File: src/rtl/qlm_pkg.sv
`timescale 1ns / 1ps
// ----------------------------------------------------------------------------
// qlm_pkg
// Shared types and constants for the queued lock manager: table sizes,
// command and status codes, channel payloads and the waiter table port.
// ----------------------------------------------------------------------------
package qlm_pkg;

    localparam int NUM_LOCKS      = 16;
    localparam int NUM_REQUESTERS = 8;
    localparam int LOCK_W         = $clog2(NUM_LOCKS);
    localparam int REQ_W          = $clog2(NUM_REQUESTERS);

    // Command codes. Bit 1 alone selects release, so code 3 also releases.
    localparam logic [1:0] CMD_ACQUIRE = 2'd0;
    localparam logic [1:0] CMD_TRY     = 2'd1;
    localparam int         CMD_REL_BIT = 1;

    localparam logic [2:0] STAT_GRANTED    = 3'd0;
    localparam logic [2:0] STAT_QUEUED     = 3'd1;
    localparam logic [2:0] STAT_TRY_FAILED = 3'd2;
    localparam logic [2:0] STAT_FREED      = 3'd3;
    localparam logic [2:0] STAT_HANDED     = 3'd4;
    localparam logic [2:0] STAT_NOT_HELD   = 3'd5;
    localparam logic [2:0] STAT_NOT_OWNER  = 3'd6;
    localparam logic [2:0] STAT_BUSY       = 3'd7;

    typedef struct packed {
        logic [1:0] command;
        logic [3:0] lock_index;
        logic [2:0] requester;
    } t_req;

    typedef struct packed {
        logic [2:0] status;
        logic       handoff_valid;
        logic [2:0] handoff_requester;
    } t_rsp;

    typedef struct packed {
        logic             held;
        logic [REQ_W-1:0] owner;
        logic [REQ_W-1:0] tail;
        logic             succ_valid;
        logic [REQ_W-1:0] succ;
    } t_lock_entry;

    // One access to the waiter table: an optional read and field writes.
    typedef struct packed {
        logic             rd;
        logic [REQ_W-1:0] addr;
        logic             wr_wait;
        logic             wait_val;
        logic             wr_link;
        logic             link_valid;
        logic [REQ_W-1:0] link;
    } t_wt_cmd;

    typedef struct packed {
        logic             waiting;
        logic             link_valid;
        logic [REQ_W-1:0] link;
    } t_wt_rsp;

    typedef enum logic [2:0] {
        ST_IDLE,
        ST_LOOKUP,
        ST_EVAL,
        ST_HAND,
        ST_LINK_TAIL,
        ST_LINK_REQ,
        ST_PUSH
    } t_state;

endpackage

File: src/rtl/qlm_if.sv
`timescale 1ns / 1ps
// ----------------------------------------------------------------------------
// qlm_req_if / qlm_rsp_if
// Valid/ready channels carrying lock commands and their results.
// ----------------------------------------------------------------------------
interface qlm_req_if;
    import qlm_pkg::*;
    logic valid;
    logic ready;
    t_req payload;
    modport source (output valid, output payload, input ready);
    modport sink (input valid, input payload, output ready);
endinterface

interface qlm_rsp_if;
    import qlm_pkg::*;
    logic valid;
    logic ready;
    t_rsp payload;
    modport source (output valid, output payload, input ready);
    modport sink (input valid, input payload, output ready);
endinterface

File: src/rtl/qlm_waiter_table.sv
`timescale 1ns / 1ps
// ----------------------------------------------------------------------------
// qlm_waiter_table
// Per-requester queue state: waiting flag and link to the next waiter.
// Single access port, one access (a read and/or field writes) per cycle, registered read data.
// ----------------------------------------------------------------------------
module qlm_waiter_table
    import qlm_pkg::*;
(
    input  logic    i_clk,
    input  logic    i_rst_n,
    input  t_wt_cmd i_cmd,
    output t_wt_rsp o_rsp
);

    logic             r_waiting    [NUM_REQUESTERS];
    logic             r_link_valid [NUM_REQUESTERS];
    logic [REQ_W-1:0] r_link       [NUM_REQUESTERS];
    t_wt_rsp          r_rsp;

    always_ff @(posedge i_clk) begin
        if (!i_rst_n) begin
            for (int i = 0; i < NUM_REQUESTERS; i++) begin
                r_waiting[i]    <= 1'b0;
                r_link_valid[i] <= 1'b0;
            end
        end else begin
            if (i_cmd.wr_wait) begin
                r_waiting[i_cmd.addr] <= i_cmd.wait_val;
            end
            if (i_cmd.wr_link) begin
                r_link_valid[i_cmd.addr] <= i_cmd.link_valid;
            end
        end
    end

    always_ff @(posedge i_clk) begin
        if (i_cmd.wr_link) begin
            r_link[i_cmd.addr] <= i_cmd.link;
        end
        if (i_cmd.rd) begin
            r_rsp.waiting    <= r_waiting[i_cmd.addr];
            r_rsp.link_valid <= r_link_valid[i_cmd.addr];
            r_rsp.link       <= r_link[i_cmd.addr];
        end
    end

    assign o_rsp = r_rsp;

endmodule

File: src/rtl/queued_lock_manager.sv
`timescale 1ns / 1ps
// ----------------------------------------------------------------------------
// queued_lock_manager
// Lock table granting each lock in first-come order with per-lock queues.
// ----------------------------------------------------------------------------
// One command is processed at a time by a small sequencer around a single
// port waiter table. Grants, try failures, frees and errors go from ST_EVAL
// straight to ST_PUSH; a handoff passes through ST_HAND, queuing behind an
// owner with no waiters through ST_LINK_REQ, and queuing behind an existing
// waiter through ST_LINK_TAIL and ST_LINK_REQ; each extra state is one more
// access to the single-port waiter table. The input is ready again once the
// result is registered for output; an output stall holds the sequencer in
// ST_PUSH and so holds off the next command. A new command is taken as soon
// as the sequencer is back in idle, even if the previous result has not yet
// been transferred out.
module queued_lock_manager
    import qlm_pkg::*;
(
    input  logic            i_clk,
    input  logic            i_rst_n,
    qlm_req_if.sink         i_req,
    qlm_rsp_if.source       o_rsp
);

    t_state           r_state, n_state;
    logic [1:0]       r_cmd;
    logic [LOCK_W-1:0] r_lk;
    logic [REQ_W-1:0] r_rq;
    logic [REQ_W-1:0] r_tgt, n_tgt;
    t_rsp             r_res, n_res;
    t_rsp             r_out;
    logic             r_out_valid;

    logic             r_held       [NUM_LOCKS];
    logic [REQ_W-1:0] r_owner      [NUM_LOCKS];
    logic [REQ_W-1:0] r_tail       [NUM_LOCKS];
    logic             r_succ_valid [NUM_LOCKS];
    logic [REQ_W-1:0] r_succ       [NUM_LOCKS];

    t_lock_entry      cur, n_entry;
    logic             lk_we;
    logic             owner_match;
    t_wt_cmd          wt_cmd;
    t_wt_rsp          wt_rsp;
    logic             accept;
    logic             push;

    qlm_waiter_table u_waiters (
        .i_clk   (i_clk),
        .i_rst_n (i_rst_n),
        .i_cmd   (wt_cmd),
        .o_rsp   (wt_rsp)
    );

    assign cur.held       = r_held[r_lk];
    assign cur.owner      = r_owner[r_lk];
    assign cur.tail       = r_tail[r_lk];
    assign cur.succ_valid = r_succ_valid[r_lk];
    assign cur.succ       = r_succ[r_lk];
    assign owner_match    = (cur.owner == r_rq);

    assign i_req.ready = (r_state == ST_IDLE);
    assign accept      = i_req.valid && i_req.ready;
    assign push        = (r_state == ST_PUSH) && (!r_out_valid || o_rsp.ready);

    always_ff @(posedge i_clk) begin
        if (!i_rst_n) begin
            r_state <= ST_IDLE;
        end else begin
            r_state <= n_state;
        end
    end

    always_comb begin
        n_state = r_state;
        n_entry = cur;
        lk_we   = 1'b0;
        n_res   = r_res;
        n_tgt   = r_tgt;
        wt_cmd  = '0;
        unique case (r_state)
            ST_IDLE: begin
                if (accept) begin
                    n_state = ST_LOOKUP;
                end
            end
            ST_LOOKUP: begin
                wt_cmd.rd   = 1'b1;
                wt_cmd.addr = r_rq;
                n_state     = ST_EVAL;
            end
            ST_EVAL: begin
                n_res   = '{status: STAT_BUSY, handoff_valid: 1'b0, handoff_requester: '0};
                n_state = ST_PUSH;
                if (wt_rsp.waiting) begin
                    n_res.status = STAT_BUSY;
                end else if (r_cmd[CMD_REL_BIT]) begin
                    if (!cur.held) begin
                        n_res.status = STAT_NOT_HELD;
                    end else if (!owner_match) begin
                        n_res.status = STAT_NOT_OWNER;
                    end else if (!cur.succ_valid) begin
                        n_entry.held = 1'b0;
                        lk_we        = 1'b1;
                        n_res.status = STAT_FREED;
                    end else begin
                        // Fetch the first waiter's link before passing ownership.
                        wt_cmd.rd   = 1'b1;
                        wt_cmd.addr = cur.succ;
                        n_tgt       = cur.succ;
                        n_state     = ST_HAND;
                    end
                end else if (!cur.held) begin
                    n_entry.held       = 1'b1;
                    n_entry.owner      = r_rq;
                    n_entry.tail       = r_rq;
                    n_entry.succ_valid = 1'b0;
                    lk_we              = 1'b1;
                    n_res.status       = STAT_GRANTED;
                end else if (r_cmd == CMD_TRY) begin
                    n_res.status = STAT_TRY_FAILED;
                end else if (owner_match) begin
                    n_res.status = STAT_BUSY;
                end else begin
                    n_entry.tail = r_rq;
                    lk_we        = 1'b1;
                    n_tgt        = cur.tail;
                    if (!cur.succ_valid) begin
                        n_entry.succ_valid = 1'b1;
                        n_entry.succ       = r_rq;
                        n_state            = ST_LINK_REQ;
                    end else begin
                        n_state = ST_LINK_TAIL;
                    end
                end
            end
            ST_HAND: begin
                n_entry.owner      = r_tgt;
                n_entry.succ_valid = wt_rsp.link_valid;
                n_entry.succ       = wt_rsp.link;
                lk_we              = 1'b1;
                wt_cmd.addr        = r_tgt;
                wt_cmd.wr_wait     = 1'b1;
                wt_cmd.wait_val    = 1'b0;
                wt_cmd.wr_link     = 1'b1;
                wt_cmd.link_valid  = 1'b0;
                n_res = '{status: STAT_HANDED, handoff_valid: 1'b1,
                          handoff_requester: r_tgt};
                n_state = ST_PUSH;
            end
            ST_LINK_TAIL: begin
                wt_cmd.addr       = r_tgt;
                wt_cmd.wr_link    = 1'b1;
                wt_cmd.link_valid = 1'b1;
                wt_cmd.link       = r_rq;
                n_state           = ST_LINK_REQ;
            end
            ST_LINK_REQ: begin
                wt_cmd.addr       = r_rq;
                wt_cmd.wr_wait    = 1'b1;
                wt_cmd.wait_val   = 1'b1;
                wt_cmd.wr_link    = 1'b1;
                wt_cmd.link_valid = 1'b0;
                n_res = '{status: STAT_QUEUED, handoff_valid: 1'b0, handoff_requester: '0};
                n_state = ST_PUSH;
            end
            ST_PUSH: begin
                if (push) begin
                    n_state = ST_IDLE;
                end
            end
            default: begin
                n_state = ST_IDLE;
            end
        endcase
    end

    always_ff @(posedge i_clk) begin
        if (!i_rst_n) begin
            for (int i = 0; i < NUM_LOCKS; i++) begin
                r_held[i]       <= 1'b0;
                r_succ_valid[i] <= 1'b0;
            end
        end else if (lk_we) begin
            r_held[r_lk]       <= n_entry.held;
            r_succ_valid[r_lk] <= n_entry.succ_valid;
        end
    end

    always_ff @(posedge i_clk) begin
        if (lk_we) begin
            r_owner[r_lk] <= n_entry.owner;
            r_tail[r_lk]  <= n_entry.tail;
            r_succ[r_lk]  <= n_entry.succ;
        end
    end

    always_ff @(posedge i_clk) begin
        if (accept) begin
            r_cmd <= i_req.payload.command;
            r_lk  <= i_req.payload.lock_index[LOCK_W-1:0];
            r_rq  <= i_req.payload.requester[REQ_W-1:0];
        end
        r_tgt <= n_tgt;
        r_res <= n_res;
        if (push) begin
            r_out <= r_res;
        end
    end

    always_ff @(posedge i_clk) begin
        if (!i_rst_n) begin
            r_out_valid <= 1'b0;
        end else if (push) begin
            r_out_valid <= 1'b1;
        end else if (o_rsp.ready) begin
            r_out_valid <= 1'b0;
        end
    end

    assign o_rsp.valid   = r_out_valid;
    assign o_rsp.payload = r_out;

    // A handoff is reported exactly when the status says the lock was handed over.
    a_handoff_flag: assert property (@(posedge i_clk) disable iff (!i_rst_n)
        o_rsp.valid |-> (o_rsp.payload.handoff_valid == (o_rsp.payload.status == STAT_HANDED)))
        else $error("handoff flag disagrees with status");

    // A free lock never keeps a queue behind it.
    a_free_no_queue: assert property (@(posedge i_clk) disable iff (!i_rst_n)
        (r_state == ST_EVAL) && !cur.held |-> !cur.succ_valid)
        else $error("free lock still has a waiter");

    // The waiter that receives a lock must have been queued.
    a_hand_to_waiter: assert property (@(posedge i_clk) disable iff (!i_rst_n)
        (r_state == ST_HAND) |-> wt_rsp.waiting)
        else $error("lock handed to a requester that was not waiting");

endmodule
File: src/flat_wrapper.sv
// flat-port wrapper written by rule: the top's interface ports become plain ports
module queued_lock_manager_flat import qlm_pkg::*;
  (i_clk, i_rst_n, i_req_valid, i_req_payload, i_req_ready, o_rsp_valid, o_rsp_payload, o_rsp_ready);
  qlm_req_if i_req_i ();
  qlm_rsp_if o_rsp_i ();
  input  logic i_clk;
  input  logic i_rst_n;
  input wire logic [$bits(i_req_i.valid)-1:0] i_req_valid;
  input wire logic [$bits(i_req_i.payload)-1:0] i_req_payload;
  output wire logic [$bits(i_req_i.ready)-1:0] i_req_ready;
  output wire logic [$bits(o_rsp_i.valid)-1:0] o_rsp_valid;
  output wire logic [$bits(o_rsp_i.payload)-1:0] o_rsp_payload;
  input wire logic [$bits(o_rsp_i.ready)-1:0] o_rsp_ready;
  assign i_req_i.valid = i_req_valid;
  assign i_req_i.payload = i_req_payload;
  assign i_req_ready = i_req_i.ready;
  assign o_rsp_valid = o_rsp_i.valid;
  assign o_rsp_payload = o_rsp_i.payload;
  assign o_rsp_i.ready = o_rsp_ready;
  queued_lock_manager u_core (.i_clk(i_clk), .i_rst_n(i_rst_n), .i_req(i_req_i), .o_rsp(o_rsp_i));
endmodule
File: config.mk
export PLATFORM = sky130hd
export DESIGN_NAME = queued_lock_manager_flat
export DESIGN_NICKNAME = d
export VERILOG_FILES = /design/src/rtl/qlm_pkg.sv /design/src/rtl/qlm_if.sv /design/src/rtl/qlm_waiter_table.sv /design/src/rtl/queued_lock_manager.sv /design/src/flat_wrapper.sv
export SDC_FILE = /design/constraint.sdc
export NUM_CORES = 1
export LEC_CHECK = 0
export ABC_AREA = 1
export BUFFER_PORTS_ARGS = -buffer_cell sky130_fd_sc_hd__buf_2
export CAP_MARGIN = 20
export CORE_MARGIN = 8
export CORE_UTILIZATION = 45
export DETAILED_ROUTE_END_ITERATION = 8
export GPL_TIMING_DRIVEN = 0
export PLACE_DENSITY = 0.64
export SYNTH_ARGS = -nofsm -noshare
export SYNTH_HDL_FRONTEND = slang
export SYNTH_SLANG_ARGS = --single-unit
File: constraint.sdc
create_clock -name i_clk -period 2.85 [get_ports i_clk]
set_clock_uncertainty 0.2 [all_clocks]
set_input_delay 0.1425 -clock i_clk [delete_from_list [all_inputs] [get_ports i_clk]]
set_output_delay 0.1425 -clock i_clk [all_outputs]
set_load 0.1 [all_outputs]
## Word-level counts from Yosys, hierarchy flattened

Memory sizes are Yosys's and may differ from the RTL's. A register that Yosys moved wholly into a read port is not among the register bits.
Cells that the tools add are included.

| word-level totals | value |
|---|---|
| bits in registers | 30 |
| memory bits (writable) | 216 |
| input bits | 13 |
| output and inout port bits | 9 |
| word-level logic and storage cells | 144 |
| memories kept | 8 |

| operators by class | value |
|---|---|
| equality and inequality tests | 14 |
| multiplexer cells | 93 |
| bitwise operators | 1 |
| reductions and logical operators | 16 |

Memories:

| memory | words | width | read ports | clocked after Yosys merged registers in | wr ports | RTL line | RTL |
|---|---|---|---|---|---|---|---|
| u_core.r_owner | 16 | 3 | 1 | 1 | 1 | queued_lock_manager.sv:35 | `logic [REQ_W-1:0] r_owner [NUM_LOCKS];` |
| u_core.r_succ | 16 | 3 | 1 | 1 | 1 | queued_lock_manager.sv:38 | `logic [REQ_W-1:0] r_succ [NUM_LOCKS];` |
| u_core.r_tail | 16 | 3 | 1 | 1 | 1 | queued_lock_manager.sv:36 | `logic [REQ_W-1:0] r_tail [NUM_LOCKS];` |
| u_core.u_waiters.r_link | 8 | 3 | 1 | 1 | 1 | qlm_waiter_table.sv:18 | `logic [REQ_W-1:0] r_link [NUM_REQUESTERS];` |
| u_core.r_held | 16 | 1 | 1 | 1 | 16 | queued_lock_manager.sv:34 | `logic r_held [NUM_LOCKS];` |
| u_core.r_succ_valid | 16 | 1 | 1 | 1 | 16 | queued_lock_manager.sv:37 | `logic r_succ_valid [NUM_LOCKS];` |
| +2 memories | -- | -- | -- | -- | -- | -- |  |

Operators by type and width:

| operator | count |
|---|---|
| 3-bit two-way mux | 30 |
| 4-bit two-way mux | 13 |
| 1-bit two-way mux | 36 |
| 7-bit case mux with 3 select lines | 1 |
| 3-bit case mux with 6 select lines | 1 |
| 7-bit two-way mux | 2 |
| 11-bit two-way mux | 1 |
| 10-bit two-way mux | 1 |
| 3-bit equality test (second input constant) | 3 |
| 3-bit case mux with 3 select lines | 1 |
| 2-bit case mux with 2 select lines | 2 |
| 4-bit case mux with 2 select lines | 1 |
| 7-bit AND reduction | 1 |
| 3-bit by 2-bit equality test with 1-bit output (second input constant) | 2 |
| 2-bit by 1-bit inequality test with 1-bit output (second input constant) | 3 |
| 2-bit inequality test (second input constant) | 3 |
| 3-bit case mux with 2 select lines | 1 |
| 2-bit OR reduction | 3 |
| 1-bit case mux with 2 select lines | 2 |
| 1-bit OR reduction | 4 |
| 3-bit by 1-bit equality test with 1-bit output (second input constant) | 1 |
| 3-bit equality test | 1 |
| 3-bit logical NOT | 1 |
| 3-bit nonzero test | 1 |
| 8 further kinds | 9 |

## Longest topological paths before layout

| logic depth | value |
|---|---|
| word-level depth | 12 |
| depth in mapped cells | 22 |
| gate-level depth less buffers | 19 |

## Hierarchy

From an unflattened synthesis, not the netlist that was laid out.

| unflattened totals | value |
|---|---|
| cell total of the unflattened synthesis | 1230 |
| area total of the unflattened synthesis | 11646.2 sq um |

By module, submodules not included:

| module | times used | cells an instance | area each (sq um) | sequential area each (sq um) |
|---|---|---|---|---|
| queued_lock_manager | 1 | 989 | 9599.2 | 5905.7 |
| qlm_waiter_table | 1 | 241 | 2047.0 | 1191.1 |

## Least setup slack after synthesis

No wires, ideal clock.

| timing | value |
|---|---|
| kind | register to register |
| start point | reg u_core.r_state[1] |
| end point | mem u_core.r_owner[0][0] (netlist name) (data pin) |
| library setup time | 0.419 ns |
| arrival | 2.516 ns |
| data required time | 2.231 ns |
| path slack | -0.285 ns |
| cell stages (with the launch flop) | 10 |
| buffers on the path | 1 |
| period minus slack after synthesis | 3.135 ns |
| path through | dfxtp_1 -> inv_1 -> nor2_1 -> inv_1 -> nor2_1 -> buf_2 -> inv_1 -> nor3_1 -> inv_1 -> o311ai_0 |

RTL lines:

| element | RTL line | RTL |
|---|---|---|
| start, declared | queued_lock_manager.sv:25 | `t_state r_state, n_state;` |
| start signal, assigned | queued_lock_manager.sv:70 | `r_state <= n_state;` |
| end, declared | queued_lock_manager.sv:35 |  |

==> impl_results.rst <==
.. list-table::
   :header-rows: 1

   * - Metric
     - Value
   * - Status
     - finished, violations left
   * - Failing checks
     - setup timing
   * - Port buffer count
     - 20
   * - Slew at the pin closest to its max-slew limit
     - roughly 0.99 ns
   * - Pin count of the biggest net entering global routing
     - 18
   * - Relative slew slack
     - between 30% and 40%
   * - Post-Place Setup Slack
     - -1.37 ns
   * - Peak fanout along the critical path
     - 8
   * - Upper clock frequency limit
     - approximately 320 MHz
   * - Hold Violations, Final
     - 0
   * - First-pass detailed-route iteration total
     - 7
   * - Clock Tree Buf Depth
     - 3
   * - Area share of and/or/nand/nor cells after synthesis
     - 23.7%
   * - Design Power
     - around 0.017 W
   * - Final setup viols
     - 271
   * - Global-route wire length before repair
     - between 40 and 50 mm
   * - Routed metal-1 wirelength
     - 14.0 mm
   * - Number of remaining DRC errors
     - 0
   * - Detail Route met3 WL
     - 2.99 mm
   * - WL per Instance
     - between 20 and 25 um
   * - CTS tree
     - yes
   * - CP startpoint kind
     - register
   * - Initial Utilization
     - 45.9%
   * - Number of vias per cell
     - 5.63
   * - Cell count after synthesis
     - between 1,000 and 1,500
   * - Maximum resistive drop on vdd
     - 607 uV
   * - Chip Width
     - 176 um
   * - Vias in the first global route
     - 8,870
   * - Portion of synthesized cell area occupied by the leading cell type
     - 51.6%
   * - Adder-cell share of the synthesized area
     - 0%
   * - Proportion of synthesized area in mux cells
     - 0%
   * - Min Clock Period, post-route
     - between 3 and 4 ns
   * - Cell with the most instances after synthesis
     - nand2_1
   * - Antenna diode count
     - 0
   * - Count of cell types in the netlist
     - 38
   * - Synth-to-layout area growth
     - 28.7%
   * - Cells taking the most area after synthesis
     - edfxtp_1, nand2_1, dfxtp_1
   * - Largest family of logic cells by synthesized area
     - simple AND/OR/NAND/NOR gates
   * - Mapped Avg Cell Area
     - 9.36 um^2
   * - Final nets
     - between 1,000 and 1,500
   * - Die area
     - slightly above 0.03 mm^2
   * - Fill cell total of the finished layout
     - 2,051
   * - GRT Residual Overflow
     - 0
   * - Post-Syn Nets
     - approximately 1,300
   * - Number of nets still failing antenna checks after routing
     - 0
   * - Period Utilization, post-route
     - 111%
   * - Detailed placer's ending HPWL
     - between 20 and 25 mm
   * - RD Place Congestion
     - slightly above 0.9
   * - Deepest level of the CTS H-tree
     - 1
   * - Layout Utilization
     - 59.0%
   * - #FFs+latches synth
     - ~260
   * - Latest clock arrival within the worst-skew pair
     - 0.54 ns
   * - Clock Sink Count
     - around 260
   * - Commonest cells in the synthesized netlist
     - nand2_1, edfxtp_1, nor2_1
   * - Post-Route WL
     - 34.4 mm
   * - Post-synth EDFFs
     - around 200
   * - Crit path DAT
     - 3.22 ns
   * - CTS Root Cell
     - clkbuf_16
   * - GRT Util Overall
     - 20.4%
   * - Max Used Layer
     - met4
   * - Die height
     - ~180 um
   * - Cts bufs inserted
     - 27
   * - HP Start
     - i_req_payload[2]
   * - YS warnings
     - 0
   * - Design Area, Final
     - about 0.015 mm^2
   * - Post-route worst setup slack
     - -0.322 ns
   * - Critical path endpoint category
     - register
   * - Cell Area, Placed
     - 0.0122 mm^2
   * - Critical path start-end classification
     - reg2reg
   * - XOR/XNOR share of the synthesized area
     - 0%
   * - Maxcap violations
     - 0
   * - Worst min path class
     - in2reg
   * - Core area
     - 0.0253 mm^2
   * - Number of ports placed on the die boundary
     - 22
   * - Share of flip-flops with an asynchronous set or reset
     - 0%
   * - Cell Rows
     - 58
   * - Length of routed met2 wiring
     - 16.1 mm
   * - Layout cells sized above 1
     - between 20% and 30%
   * - Register-to-register setup slack
     - -0.32 ns
   * - Summed instance area of the synthesized netlist
     - 0.0116 mm^2
   * - Number of antenna violations at the first check in global routing
     - 0
   * - Seq/Total Area, Yosys
     - 61.3%
   * - Clock slew at the register clock pins of the worst setup and hold paths
     - 0.06 ns
   * - Compound-cell area share of the yosys netlist
     - 8.01%
   * - Iteration-0 DRC count of the detailed router
     - 1,228
   * - Static Leak
     - 6.04 nW
   * - Required time at the worst-slack endpoint
     - roughly 2.9 ns
   * - Minimum hold slack
     - 0.120 ns
   * - Power Dens Cells
     - 1130 mW/mm^2
   * - Area leader, netlist
     - edfxtp_1
   * - Setup repair after global routing missed its margin
     - true
   * - Most common flop cell mapped by yosys
     - edfxtp_1
   * - Vias after detailed routing
     - 9,648
   * - Final-report max-slew violation count
     - 0
==> worst max-delay path, cell delays in order, from the launching register on <==
cell,delay [ns]
dfxtp_2,0.33
buf_8,0.14
clkinv_8,0.09
buf_8,0.14
nand2_1,0.05
nand2_1,0.06
nand2_1,0.08
nand3_2,0.10
nand3_2,0.12
nand2_2,0.07
nand2_2,0.06
nand2_2,0.07
nand3_4,0.13
buf_6,0.12
nand2_2,0.07
nand3_2,0.07
nand3_2,0.08
o21ai_4,0.16
buf_8,0.16
nand3_4,0.17
nor2_4,0.23
buf_6,0.17
==> routing by layer <==
metal,vias to the layer above,GRT usage [%]
met4,0,6.13
met1,4566,28.3
met2,497,33.2
met3,102,2.44
li1,4483,-
met5,-,0
==> logic make-up (layout without fill, tap and decap cells) <==
kind of cell           after synthesis  in the layout
AND/OR/NAND/NOR                    646            646
flip-flops                         255            255
buffers and inverters              184            331
AO/OA/AOI/OAI                      152            152
==> layout by cell type (no fill, tap or decap), types with 8 or more instances in the layout <==
cell | netlist | routed
nor2_1 | 133 | 105
clkbuf_1 | 26 | 16
buf_2 | 18 | 26
o211ai_1 | 10 | 10
edfxtp_1 | 199 | 199
o22ai_1 | 9 | 8
buf_12 | 0 | 15
o21ai_1 | 11 | 18
nand2_1 | 348 | 317
nand3_2 | 2 | 25
dfxtp_1 | 56 | 55
nand3_4 | 0 | 12
nand4_1 | 34 | 34
buf_8 | 0 | 19
inv_1 | 110 | 108
clkbuf_2 | 0 | 9
buf_4 | 9 | 31
clkinv_1 | 2 | 11
buf_6 | 8 | 25
o221ai_1 | 23 | 20
nand3_1 | 101 | 66
clkbuf_16 | 0 | 33
o21ai_0 | 78 | 65
nor2_4 | 2 | 29
nand2_2 | 6 | 28
dlygate4sd3_1 | 0 | 13
==> final timing paths <==
path	endpoint	depth (start not counted)
setup / recovery	u_core.r_owner[15][1]	21
hold / removal	u_core.r_rq[2]	2
setup reg to reg	u_core.r_owner[15][1]	21
hold reg to reg	u_core.o_rsp.payload[2]	0
==> flip-flops by register name, indices dropped and copies added (netlist names), named ones only <==
| name | cells |
|---|---|
| u_core.o_rsp.payload | 7 |
| u_core.o_rsp.valid | 1 |
| u_core.r_cmd | 2 |
| u_core.r_held | 16 |
| u_core.r_lk | 4 |
| u_core.r_owner | 48 |
| u_core.r_res | 7 |
| u_core.r_rq | 3 |
| u_core.r_state | 3 |
| u_core.r_succ | 48 |
| u_core.r_succ_valid | 16 |
| u_core.r_tail | 48 |
| u_core.r_tgt | 3 |
| u_core.u_waiters.o_rsp | 5 |
| u_core.u_waiters.r_link | 24 |
| u_core.u_waiters.r_link_valid | 8 |
| u_core.u_waiters.r_waiting | 8 |
==> per-stage QoR <==
stage | std cells | TNS [ns]
after CTS | 1682 | -8.96
after global routing | 1714 | -80.36
after detailed placement | 1600 | -294.33
final | 1714 | -48.48
after floorplan | 1237 | -8.92
after global placement | 1587 | -353.22
==> repair_timing <==
action | 4_1_cts | 5_1_grt
pin swaps | 26 | 53
cloned | 0 | 6
endpoints found under the hold margin | 17 | 0
gates resized for setup | 139 | 151
hold buffers | 13 | 0
buffers inserted | 22 | 26
endpoints found under the setup margin | 376 | 372
==> layout make-up <==
cell class | count | area [um^2] | share of cell area (%)
repair buffers | 100 | 1130 | 7.59
inverters | 120 | 483 | 3.24
well taps | 330 | 413 | 2.77
multi-input cells | 798 | 4470 | 30.0
flip-flops and latches | 255 | 7100 | 47.6
plain buffers | 64 | 518 | 3.47
clock inverters | 17 | 104 | 0.697
clock buffers | 30 | 687 | 4.61
==> where the power goes <==
group          total [W]  switching (W)  internal [W]
sequential       0.00537       0.000194       0.00518
clock            0.00321        0.00140       0.00180
combinational    0.00820        0.00537       0.00282
(Power assumes the default switching activity.)
